$ cat src/rtl/core/bsm_pkg.sv
// Package for the radix-2 Booth signed multiplier.
// Holds the operand width, Booth pair codes and controller-to-datapath command type.
// No dependencies.
`timescale 1ns / 1ps

package bsm_pkg;

  localparam int unsigned Width   = 8;
  localparam int unsigned ProdW   = 2 * Width;
  localparam int unsigned CntW    = (Width > 1) ? $clog2(Width) : 1;
  // a load step plus one add-and-shift step per multiplier bit
  localparam int unsigned Latency = Width + 1;

  // Booth pair {q0, previous bit}
  localparam logic [1:0] PAIR_SUB = 2'b10;
  localparam logic [1:0] PAIR_ADD = 2'b01;

  typedef struct packed {
    logic load;  // capture operands, clear accumulator
    logic step;  // one add/sub and arithmetic shift
  } bsm_cmd_t;

endpackage

$ cat src/rtl/core/bsm_ctrl.sv
// Controller for the Booth multiplier: idle/run/done sequencer and step counter.
// Depends on bsm_pkg.
`timescale 1ns / 1ps

module bsm_ctrl
  import bsm_pkg::*;
(
  input  logic     clk_i,
  input  logic     rst_ni,
  input  logic     start_i,
  output logic     busy_o,
  output logic     valid_o,
  output bsm_cmd_t cmd_o
);

  typedef enum logic [2:0] {
    ST_IDLE = 3'b001,
    ST_RUN  = 3'b010,
    ST_DONE = 3'b100
  } bsm_state_e;

  bsm_state_e      state_q, state_d;
  logic [CntW-1:0] cnt_q, cnt_d;
  logic            accept;
  logic            last_step;

  assign busy_o    = (state_q == ST_RUN);
  assign valid_o   = (state_q == ST_DONE);
  assign accept    = start_i && !busy_o;
  assign last_step = (cnt_q == CntW'(Width - 1));

  always_comb begin
    state_d    = state_q;
    cnt_d      = cnt_q;
    cmd_o.load = 1'b0;
    cmd_o.step = 1'b0;
    case (state_q)
      ST_IDLE, ST_DONE: begin
        if (accept) begin
          cmd_o.load = 1'b1;
          cnt_d      = '0;
          state_d    = ST_RUN;
        end else begin
          state_d = ST_IDLE;
        end
      end
      ST_RUN: begin
        cmd_o.step = 1'b1;
        cnt_d      = cnt_q + 1'b1;
        if (last_step) begin
          state_d = ST_DONE;
        end
      end
      default: begin
        state_d = ST_IDLE;
      end
    endcase
  end

  always_ff @(posedge clk_i or negedge rst_ni) begin
    if (!rst_ni) begin
      state_q <= ST_IDLE;
      cnt_q   <= '0;
    end else begin
      state_q <= state_d;
      cnt_q   <= cnt_d;
    end
  end

endmodule

$ cat src/rtl/core/bsm_datapath.sv
// Datapath for the Booth multiplier: guarded accumulator, multiplier shift
// register and previous bit. Depends on bsm_pkg.
`timescale 1ns / 1ps

module bsm_datapath
  import bsm_pkg::*;
(
  input  logic             clk_i,
  input  bsm_cmd_t         cmd_i,
  input  logic [Width-1:0] multiplicand_i,
  input  logic [Width-1:0] multiplier_i,
  output logic [ProdW-1:0] product_o
);

  logic [Width:0]   mcand_q;   // sign-extended by one guard bit
  logic [Width:0]   acc_q;
  logic [Width-1:0] mplier_q;
  logic             prev_q;
  logic [Width:0]   sum;

  always_comb begin
    case ({mplier_q[0], prev_q})
      PAIR_SUB: sum = acc_q - mcand_q;
      PAIR_ADD: sum = acc_q + mcand_q;
      default:  sum = acc_q;
    endcase
  end

  always_ff @(posedge clk_i) begin
    if (cmd_i.load) begin
      mcand_q  <= {multiplicand_i[Width-1], multiplicand_i};
      acc_q    <= '0;
      mplier_q <= multiplier_i;
      prev_q   <= 1'b0;
    end else if (cmd_i.step) begin
      // {acc, mplier} shifts right arithmetically as one word
      acc_q    <= {sum[Width], sum[Width:1]};
      mplier_q <= {sum[0], mplier_q[Width-1:1]};
      prev_q   <= mplier_q[0];
    end
  end

  assign product_o = {acc_q[Width-1:0], mplier_q};

endmodule

$ cat src/rtl/core/booth_signed_multiplier.sv
// Top level of the radix-2 Booth signed multiplier.
// Instantiates bsm_ctrl and bsm_datapath; depends on bsm_pkg.
`timescale 1ns / 1ps
//
// Channel  | Handshake            | Payload
// ---------+----------------------+--------------------------------------
// input    | start, busy          | multiplicand_i, multiplier_i (signed)
// result   | valid_o (1 cycle)    | product_o (signed, 2*Width bits)
//
// An item is taken at the edge where start is high and busy is low. That edge
// loads the operands; the shared add/sub unit then runs one Booth step per
// multiplier bit, with busy high. valid_o and product_o show the result in the
// cycle after the last step; start is taken in that same cycle.
// Reset (async, active low) returns the controller to idle; the datapath
// registers are not reset. The result cannot be stalled: it is shown once.

module booth_signed_multiplier
  import bsm_pkg::*;
(
  input  logic             clk_i,
  input  logic             rst_ni,
  input  logic             start,
  output logic             busy,
  input  logic [Width-1:0] multiplicand_i,
  input  logic [Width-1:0] multiplier_i,
  output logic             valid_o,
  output logic [ProdW-1:0] product_o
);

  bsm_cmd_t cmd;

  // sequencer: accept, step count, result strobe
  bsm_ctrl u_ctrl (
    .clk_i   (clk_i),
    .rst_ni  (rst_ni),
    .start_i (start),
    .busy_o  (busy),
    .valid_o (valid_o),
    .cmd_o   (cmd)
  );

  // accumulator and multiplier shift register; product read straight from them
  bsm_datapath u_datapath (
    .clk_i          (clk_i),
    .cmd_i          (cmd),
    .multiplicand_i (multiplicand_i),
    .multiplier_i   (multiplier_i),
    .product_o      (product_o)
  );

endmodule

$ cat config.mk
export PLATFORM = sky130hd
export DESIGN_NAME = booth_signed_multiplier
export DESIGN_NICKNAME = d
export VERILOG_FILES = /design/src/rtl/core/bsm_pkg.sv /design/src/rtl/core/bsm_ctrl.sv /design/src/rtl/core/bsm_datapath.sv /design/src/rtl/core/booth_signed_multiplier.sv
export SDC_FILE = /design/constraint.sdc
export NUM_CORES = 1
export LEC_CHECK = 0
export BUFFER_PORTS_ARGS = -buffer_cell sky130_fd_sc_hd__clkbuf_2
export CORE_UTILIZATION = 40
export CTS_CLUSTER_SIZE = 8
export DETAILED_ROUTE_END_ITERATION = 7
export PLACE_DENSITY = 0.66
export RECOVER_POWER = 100
export REMOVE_ABC_BUFFERS = 1
export SKIP_LAST_GASP = 1
export SYNTH_ARGS = -nofsm -noshare
export SYNTH_HDL_FRONTEND = slang
export SYNTH_SLANG_ARGS = --single-unit
$ cat constraint.sdc
create_clock -name clk_i -period 2.5 [get_ports clk_i]
set_input_delay 0.125 -clock clk_i [delete_from_list [all_inputs] [get_ports clk_i]]
set_output_delay 0.125 -clock clk_i [all_outputs]
set_load 0.02 [all_outputs]
=== Yosys cells after proc, flatten, opt, wreduce, memory -nomap -nowiden ===
Cells that the tools add are included.

* Bits in registers: 31
* Output and inout port bits: 18
* Input port bits: 19
* Word-level logic and storage cells: 34

* Eq/ne operators: 8
* Multiplexer cells: 11
* Reduce and logical (&&, ||, !) cells: 6
* Add/subtract/negate cells: 3

{| class="wikitable"
|+ Operators with widths
! kind !! count
|-
| $pmux 9 s2 || 1
|-
| $mux 8 || 2
|-
| $pmux 3 s2 || 2
|-
| $add 8x8->9 || 1
|-
| $sub 8x8->9 || 1
|-
| $eq 3x3->1 const B || 2
|-
| $mux 3 || 2
|-
| $reduce_bool 2->1 || 2
|-
| $add 3x1->3 const B || 1
|-
| $eq 3x1->1 const B || 1
|-
| $eq 3x2->1 const B || 1
|-
| $mux 1 || 3
|-
| $eq 2x1->1 const B || 1
|-
| $eq 2x2->1 const B || 1
|-
| $mux 2 || 1
|-
| $ne 2x1->1 const B || 1
|-
| $ne 2x2->1 const B || 1
|-
| $reduce_and 2->1 || 1
|-
| $reduce_or 2->1 || 1
|-
| $logic_and 1x1->1 || 1
|-
| $logic_not 1->1 || 1
|}

=== Logic depth before layout (Yosys ltp) ===
Gate-level depths: netlist of the first run.

* Depth in word-level cells: 6
* Gate-level depth with buffers: 11
* Depth with buffers taken out: 10

=== Cells and area by module ===
A second synthesis of the first run with hierarchy kept.

* Cell total of the unflattened synthesis: 182
* Area, all modules: 1921.8 um^2

{| class="wikitable"
|+ By module, submodules not included
! module !! seq. area each (um^2) !! cells each !! area an instance (um^2) !! instances
|-
| bsm_datapath || 660.6 || 148 || 1575.3 || 1
|-
| bsm_ctrl || 151.4 || 34 || 346.6 || 1
|}

=== Worst setup path after synthesis of the first run ===
No wires, ideal clock.

* Kind: register -> register
* From: register u_datapath.mplier_q[0]
* To: register, netlist name u_datapath.acc_q[7]
* Setup slack: 0.042 ns
* Cell stages (with the launch flop): 12
* Required time: 2.428 ns
* Arrival: 2.386 ns
* Library setup time: 0.072 ns
* Period minus slack after synthesis: 2.458 ns
* Buffers on the path: 1
* Cells stage by stage: edfxtp_1 -> inv_1 -> ha_1 -> buf_2 -> mux2_2 -> inv_1 -> fa_1 -> nor2b_4 -> o31ai_2 -> a32oi_1 -> mux2i_1 -> mux2i_1

* Longest elaborated chain between the ends: 2
* Elaborated cells on any way between the ends: 3
* Those cells by class: eq/ne: 2; mux: 1

{| class="wikitable"
|+ Ends and longest elaborated chain
! element !! RTL line !! RTL
|-
| from (decl) || bsm_datapath.sv:17 || <nowiki>logic [Width-1:0] mplier_q;</nowiki>
|-
| from (signal assigned) || bsm_datapath.sv:33 || <nowiki>mplier_q <= multiplier_i;</nowiki>
|-
| from (signal assigned) || bsm_datapath.sv:38 || <nowiki>mplier_q <= {sum[0], mplier_q[Width-1:1]};</nowiki>
|-
| $eq 2x1->1 or $eq 2x2->1 (tied branches) || bsm_datapath.sv:22 || <nowiki>case ({mplier_q[0], prev_q})</nowiki>
|-
| $pmux 9 s2 * || bsm_datapath.sv:22 ||
|}

Every way passes the cells marked *; elsewhere a longest branch is shown, timed or not.
A chain may end at the register's enable or synchronous reset.

=== Worst setup path after layout of the first run ===
* From: register u_datapath.mplier_q[0]
* To: register u_datapath.acc_q[5]

* Longest elaborated chain between the ends: 2
* Elaborated cells on any way between the ends: 3
* Those cells by class: eq/ne: 2; mux: 1

{| class="wikitable"
|+ Ends and longest elaborated chain
! element !! RTL line !! RTL
|-
| $eq 2x1->1 or $eq 2x2->1 (tied branches) || bsm_datapath.sv:22 ||
|-
| $pmux 9 s2 * || bsm_datapath.sv:22 ||
|-
| to (signal assigned) || bsm_datapath.sv:37 || <nowiki>acc_q <= {sum[Width], sum[Width:1]};</nowiki>
|-
| to (decl) || bsm_datapath.sv:16 || <nowiki>logic [Width:0] acc_q;</nowiki>
|}

Marked as above.

==> results by group, run 1 <==
Finish
  – Commonest non-fill, non-tap cells in the layout: nand2_1 (36), clkbuf_1 (19), clkbuf_2 (19), a21oi_1 (18), edfxtp_1 (16)
  – Antenna Cells: 0
  – Fill cell total of the finished layout: slightly above 400
  – Share of post-route cells with drive strength above 1: 0.168
  – Final net count: between 200 and 300
  – Multi-input combinational cell area: between 800 and 900 um2
  – Final std cells w/o fill: about 280
  – Reg area: 812 um2
  – Area growth from synthesis to final layout: 19.8%
  – Commonest non-fill, non-tap cell in the layout: nand2_1

Clock network
  – Worst-path clk slew: roughly 0.06 ns
  – Inserted Clock Buffers: 5
  – Clock sink count: 31
  – Clk Latency, worst-skew pair: 0.28 ns
  – CTS tree: done
  – Root Buffer: clkbuf_8
  – Maximum clock path buffer count: 2
  – H-tree Lvls: 2

Route
  – Final WL: 3490 um
  – Via density per instance: 5.05
  – Routed wl met2: about 1500 um
  – Vias: 1423
  – Residual DRC: 0
  – Final antenna-violating net count: 0
  – Max layer used: met4
  – Routed WL per cell: about 12 um
  – DRT iter0 DRCs: slightly above 100
  – M1 WL: 1790 um
  – Metal3 WL: 149 um
  – DR pass1 iterations: 4

Placement
  – Routability congestion estimate: about 0.8
  – Post-DP HPWL: about 2600 um
  – Placed cells: 273
  – Place WS: between 0.1 and 0.15 ns
  – Port Buffers: 36

Die
  – Die Wd: between 60 and 70 um
  – Die Span Y: roughly 70 um
  – Core outline area: 4140 um2
  – Io pins: 37
  – Starting Density: 0.429
  – Total die area: between 4000 and 5000 um2
  – Rows: 23

GRT
  – Number of global-route vias before repair: roughly 1300
  – Overall routing resource usage: 0.176
  – Largest net degree at the start of global routing: 20
  – First-pass GRT wire length: 5840 um
  – GRT Residual Overflow: 0
  – Initial antenna violation count: 0

Critical path
  – R2R Path Start: u_datapath.mplier_q[0]$_DFFE_PP_
  – Critical Path RT: 2.72 ns
  – Critical path origin: u_datapath.mplier_q[0]$_DFFE_PP_
  – Worst EP arrival: 2.57 ns
  – Worst setup EP type: register
  – Worst-path cell chain: inv_1 -> ha_2 -> mux2_2 -> inv_1 -> fa_1 -> nor2b_4 -> o31ai_2 -> a21oi_1 -> or3b_1 -> a21oi_1
  – Reg2Reg Setup Slack: about 0.15 ns
  – Setup crit start kind: register
  – Crit Path Max Fanout: 6
  – Largest stage delay, worst path: about 0.38 ns
  – Slowest CP cell: edfxtp_1
  – WS Path Type: register to register

Yosys
  – Syn Std Cell Area: between 1500 and 2000 um2
  – Post-synth top area share: 0.270
  – Top_reg_cell synth: edfxtp_1
  – Synth warnings: 0
  – Cell taking the most area after synthesis: edfxtp_1
  – Number of enable flip-flop cells after synthesis: 16
  – Ys async rst share: 0.194
  – Gate Count Post-Synth: between 150 and 200
  – Mapped Avg Cell Area: between 9 and 10 um2
  – Largest cells by area after synthesis: edfxtp_1 (27%), dfxtp_1 (10%), ha_1 (9.1%), nand2_1 (7.6%), dfrtp_1 (7.0%)
  – Sequential-to-total area share from yosys stat: 0.457
  – Yosys reg bits: 31
  – Netlist cell types: 37

STA
  – Hold Fails Final Rpt: 0
  – Maximum clock frequency: 0.425 GHz
  – Worst Tran Pin Value: roughly 0.60 ns
  – Headroom to the max-slew limit: 0.602
  – Max Slew Vio Count: 0
  – Clock skew after layout: 0.00907 ns
  – Final setup viols: 0
  – Post-layout min period: between 2 and 2.5 ns
  – Worst setup margin: 0.149 ns
  – Fin crit share: 0.941
  – RSZ-0062 raised after global routing: true

Hold path
  – Beginning of the worst hold path: multiplicand_i[3]
  – Worst Hold Class: input pin to register

Run status
  – Outcome: complete, no violations

Power and ir drop
  – Pwr Density: between 1000 and 1500 nW/um2
  – Worst VDD drop: 0.656 mV
  – Leak pwr: between 0.9 and 1 nW

Run
  – Max_cap viols: 0
path summary, 6_finish.rpt:
check | cells past startpoint | end
hold / removal | 1 | u_datapath.mcand_q[3]$_DFFE_PP_
max in group asynchronous | 2 | u_ctrl.state_q[0]$_DFFE_PN1P_
min in group asynchronous | 2 | u_ctrl.cnt_q[0]$_DFFE_PN0P_
hold reg to reg | 2 | u_datapath.acc_q[0]$_SDFFE_PP0P_
setup reg to reg | 10 | u_datapath.acc_q[5]$_SDFFE_PP0P_
setup / recovery | 10 | u_datapath.acc_q[5]$_SDFFE_PP0P_
power by group:
group,internal [mW],switching (mW)
Combinational,0.550,0.892
Sequential,0.779,0.151
Clock,0.298,0.175
Total,1.63,1.22
stage by stage:
step | hold WS (ns) | power [mW] | setup TNS (ns) | cell area (um2) | utilization
CTS | 0.0143 | 2.90 | 0 | 2150 | 0.518
floorplan | -0.171 | 1.98 | 0 | 1750 | -
detailed placement | -0.0399 | 2.41 | 0 | 2030 | 0.490
finish | 0.0233 | 2.84 | 0 | 2130 | 0.514
global route | 0.0105 | 3.10 | -0.0192 | 2130 | 0.514
global placement | -0.0409 | 2.38 | 0 | 2030 | 0.490
cell families after synthesis:
family / after synthesis / synth area share
adder cells (fa/ha/maj): 14 / 0.103
buffers and inverters: 19 / 0.0422
flip-flops: 31 / 0.457
XOR/XNOR: 9 / 0.0443
AO/OA/AOI/OAI: 39 / 0.127
multiplexers: 6 / 0.0345
AND/OR/NAND/NOR: 70 / 0.193
critical path, delay by kind of cell, from the launching register on:
family,cells,cell delay (ns)
AOI/OAI and AO/OA,3,0.48
adders and majority gates,2,0.46
buffers and inverters,2,0.16
DFF,1,0.38
muxes,1,0.37
and+or+nand+nor,2,0.42
area by class of cell:
type,instances,share of cell area
flip-flops and latches,31,0.381
multi-input cells,138,0.420
well taps,50,0.0294
clock inverters,1,0.0141
clock buffers,7,0.0358
repair buffers,42,0.0969
inverters,13,0.0229
registers in the layout (all words and copies together) (netlist names):
register,flops
u_datapath.mcand_q,8
u_ctrl.state_q,3
u_datapath.mplier_q,8
u_ctrl.cnt_q,3
u_datapath.prev_q,1
u_datapath.acc_q,8
synth_stat cells (all sizes together) (3+ instances only):
library cell  count
nor3              5
mux2i             5
and3              5
buf               3
a21oi            18
xor2              7
nand3             9
clkbuf            3
inv              13
nor2              8
dfrtp             5
a31oi             3
ha               13
o21ai            11
edfxtp           16
nand2            36
dfxtp             9
metal layers:
layer  track usage  vias to the layer above
li1              -                      743
met1         0.231                      640
met2         0.268                       33
met3        0.0493                        7
met4        0.0781                        0
met5             0                        -
timing repair:
item,4_1_cts,5_1_grt
hold buffers,1,0
endpoints found under the setup margin,0,4
endpoints found under the hold margin,6,0
gates resized for setup,0,1
buffers inserted,0,0
Power figures use the tool's default switching activity.
==> run 2, diff against run 1 <==
--- a/config.mk
+++ b/config.mk
@@ -6,10 +6,10 @@
 export NUM_CORES = 1
 export LEC_CHECK = 0
 export BUFFER_PORTS_ARGS = -buffer_cell sky130_fd_sc_hd__clkbuf_2
-export CORE_UTILIZATION = 40
+export CORE_UTILIZATION = 54
 export CTS_CLUSTER_SIZE = 8
 export DETAILED_ROUTE_END_ITERATION = 7
-export PLACE_DENSITY = 0.66
+export PLACE_DENSITY = 0.84
 export RECOVER_POWER = 100
 export REMOVE_ABC_BUFFERS = 1
 export SKIP_LAST_GASP = 1
==> results by group, run 2 (synthesis results as in run 1) <==
Run status
  – Outcome: complete, no violations

Die
  – Rows: 20
  – Core outline area: a little over 3000 um2
  – Total die area: 3530 um2
  – Starting Density: 0.578
  – Die Wd: ~60 um
  – Io pins: 37
  – Die Span Y: 59.4 um

Hold path
  – Min-Delay Endpoint: u_datapath.mplier_q[4]$_DFFE_PP_
  – Beginning of the worst hold path: multiplier_i[4]
  – Hold Path Depth: 3
  – Worst Hold Class: input pin to register

Finish
  – Commonest non-fill, non-tap cell in the layout: nand2_1
  – Final net count: 272
  – Area growth from synthesis to final layout: 21.9%
  – Top flop regs: u_datapath.acc_q x8, u_datapath.mcand_q x8, u_datapath.mplier_q x8
  – Commonest non-fill, non-tap cells in the layout: nand2_1 (36), clkbuf_1 (20), clkbuf_2 (18), a21oi_1 (17), edfxtp_1 (16)
  – Post-layout util: 0.704
  – Share of post-route cells with drive strength above 1: 0.158
  – Antenna Cells: 0

STA
  – Fin crit share: 0.965
  – Post-layout min period: approximately 2.4 ns
  – Headroom to the max-slew limit: 0.488
  – Final setup viols: 0
  – Clock skew after layout: roughly 0.019 ns
  – Max Slew Vio Count: 0
  – Maximum clock frequency: ~0.41 GHz
  – WHS: 0.0369 ns
  – Hold Fails Final Rpt: 0
  – Worst Tran Pin Value: approximately 0.77 ns

Clock network
  – Clock sink count: 31
  – Worst-path clk slew: 0.11 ns
  – H-tree Lvls: 2
  – Clk Latency, worst-skew pair: roughly 0.35 ns
  – Inserted Clock Buffers: 5
  – CTS tree: done
  – Root Buffer: clkbuf_4
  – Maximum clock path buffer count: 2

Route
  – DRT iter0 DRCs: approximately 110
  – Routed WL per cell: roughly 14 um
  – Residual DRC: 0
  – Final antenna-violating net count: 0
  – Via density per instance: 5.33
  – Vias: 1513
  – Final WL: 3950 um
  – DR pass1 iterations: 4

Critical path
  – R2R Path Start: u_datapath.mcand_q[1]$_DFFE_PP_
  – Worst setup EP type: register
  – Critical Path RT: between 2 and 3 ns
  – R2R depth: 10
  – Crit Path Max Fanout: 5
  – R2r endpoint: u_datapath.acc_q[7]$_SDFFE_PP0P_
  – Setup crit start kind: register
  – Worst EP arrival: between 2 and 3 ns
  – WS Path Type: register to register
  – Reg2Reg Setup Slack: ~0.09 ns

Placement
  – Routability congestion estimate: between 0.9 and 1
  – Port Buffers: 36
  – Post-DP HPWL: 2610 um

GRT
  – Initial antenna violation count: 0
  – First-pass GRT wire length: 6080 um
  – Largest net degree at the start of global routing: 20
  – GRT Residual Overflow: 0
  – Number of global-route vias before repair: 1408
  – Overall routing resource usage: 0.243

Power and ir drop
  – Worst VDD drop: 0.745 mV
  – Total Power: approximately 2.8 mW
  – Leak pwr: approximately 0.99 nW
  – Pwr Density: between 1000 and 1500 nW/um2

Run
  – Max_cap viols: 0
==> run 2: cell count changes in the layout (fill, tap and decap cells not counted), sizes merged <==
cell | before | now
buf | 5 | 4
bufinv | 1 | 0
clkinv | 0 | 1
clkinvlp | 0 | 1
dlygate4sd3 | 1 | 9
==> run 2: layout make-up <==
class | count | area, um2
sequential | 31 | 812
fill | 242 | 911
tap | 44 | 55.1
clock buffer | 6 | 41.3
timing repair buffer | 50 | 282
inverter | 13 | 48.8
multi-input combinational | 138 | 916
clock inverter | 2 | 12.5
==> run 2: per-stage QoR <==
stage                     worst slack (ns)  TNS [ns]  instances  cell area (um2)
after floorplan                     0.0704         0        182             1750
after global placement               0.121         0        264             2000
after detailed placement            0.0117         0        264             2000
after CTS                          0.00475         0        281             2150
after global routing               -0.0320   -0.0597        284             2170
final                               0.0886         0        284             2170
==> run 2: timing repair <==
| action | 4_1_cts | 5_1_grt |
|---|---|---|
| hold buffers | 9 | 0 |
| gates resized for setup | 0 | 4 |
| setup buffers | 0 | 3 |
| setup endpoints to repair | 0 | 5 |
| endpoints found under the hold margin | 14 | 0 |
==> run 2: power breakdown <==
group | switching (mW) | internal [mW] | total, mW | leakage, nW
Clock | 0.184 | 0.108 | 0.292 | 0.0282
Combinational | 0.939 | 0.610 | 1.55 | 0.657
Sequential | 0.158 | 0.777 | 0.936 | 0.303
==> run 2: layer usage <==
| metal | wire length [um] | global-route usage |
|---|---|---|
| met5 | 0 | 0 |
| met4 | 102 | 0.136 |
| met3 | 217 | 0.0590 |
| met2 | 1940 | 0.388 |
| met1 | 1690 | 0.302 |
==> run 2: worst max-delay path, cell delays in order, from the launching register on <==
cell and delay, ns:
edfxtp_1 0.46, inv_1 0.10, ha_1 0.23, a21oi_1 0.10
xor2_1 0.16, ha_1 0.36, o211a_1 0.21, o31ai_4 0.09
a32oi_1 0.21, mux2i_1 0.25, mux2i_1 0.19
==> run 2: how the worst max path moves through the flow <==
stage / startpoint / endpoint / cells after the start
5_1_grt: u_datapath.mcand_q[1]$_DFFE_PP_ / u_datapath.acc_q[7]$_SDFFE_PP0P_ / 10
3_3_place_gp: u_datapath.mplier_q[0]$_DFFE_PP_ / u_datapath.acc_q[7]$_SDFFE_PP0P_ / 10
6_report: u_datapath.mcand_q[1]$_DFFE_PP_ / u_datapath.acc_q[7]$_SDFFE_PP0P_ / 10
4_1_cts: u_datapath.mplier_q[0]$_DFFE_PP_ / u_datapath.acc_q[5]$_SDFFE_PP0P_ / 10
2_1_floorplan: u_datapath.mplier_q[0]$_DFFE_PP_ / u_datapath.acc_q[7]$_SDFFE_PP0P_ / 10
3_5_place_dp: u_datapath.mplier_q[0]$_DFFE_PP_ / u_datapath.acc_q[5]$_SDFFE_PP0P_ / 10
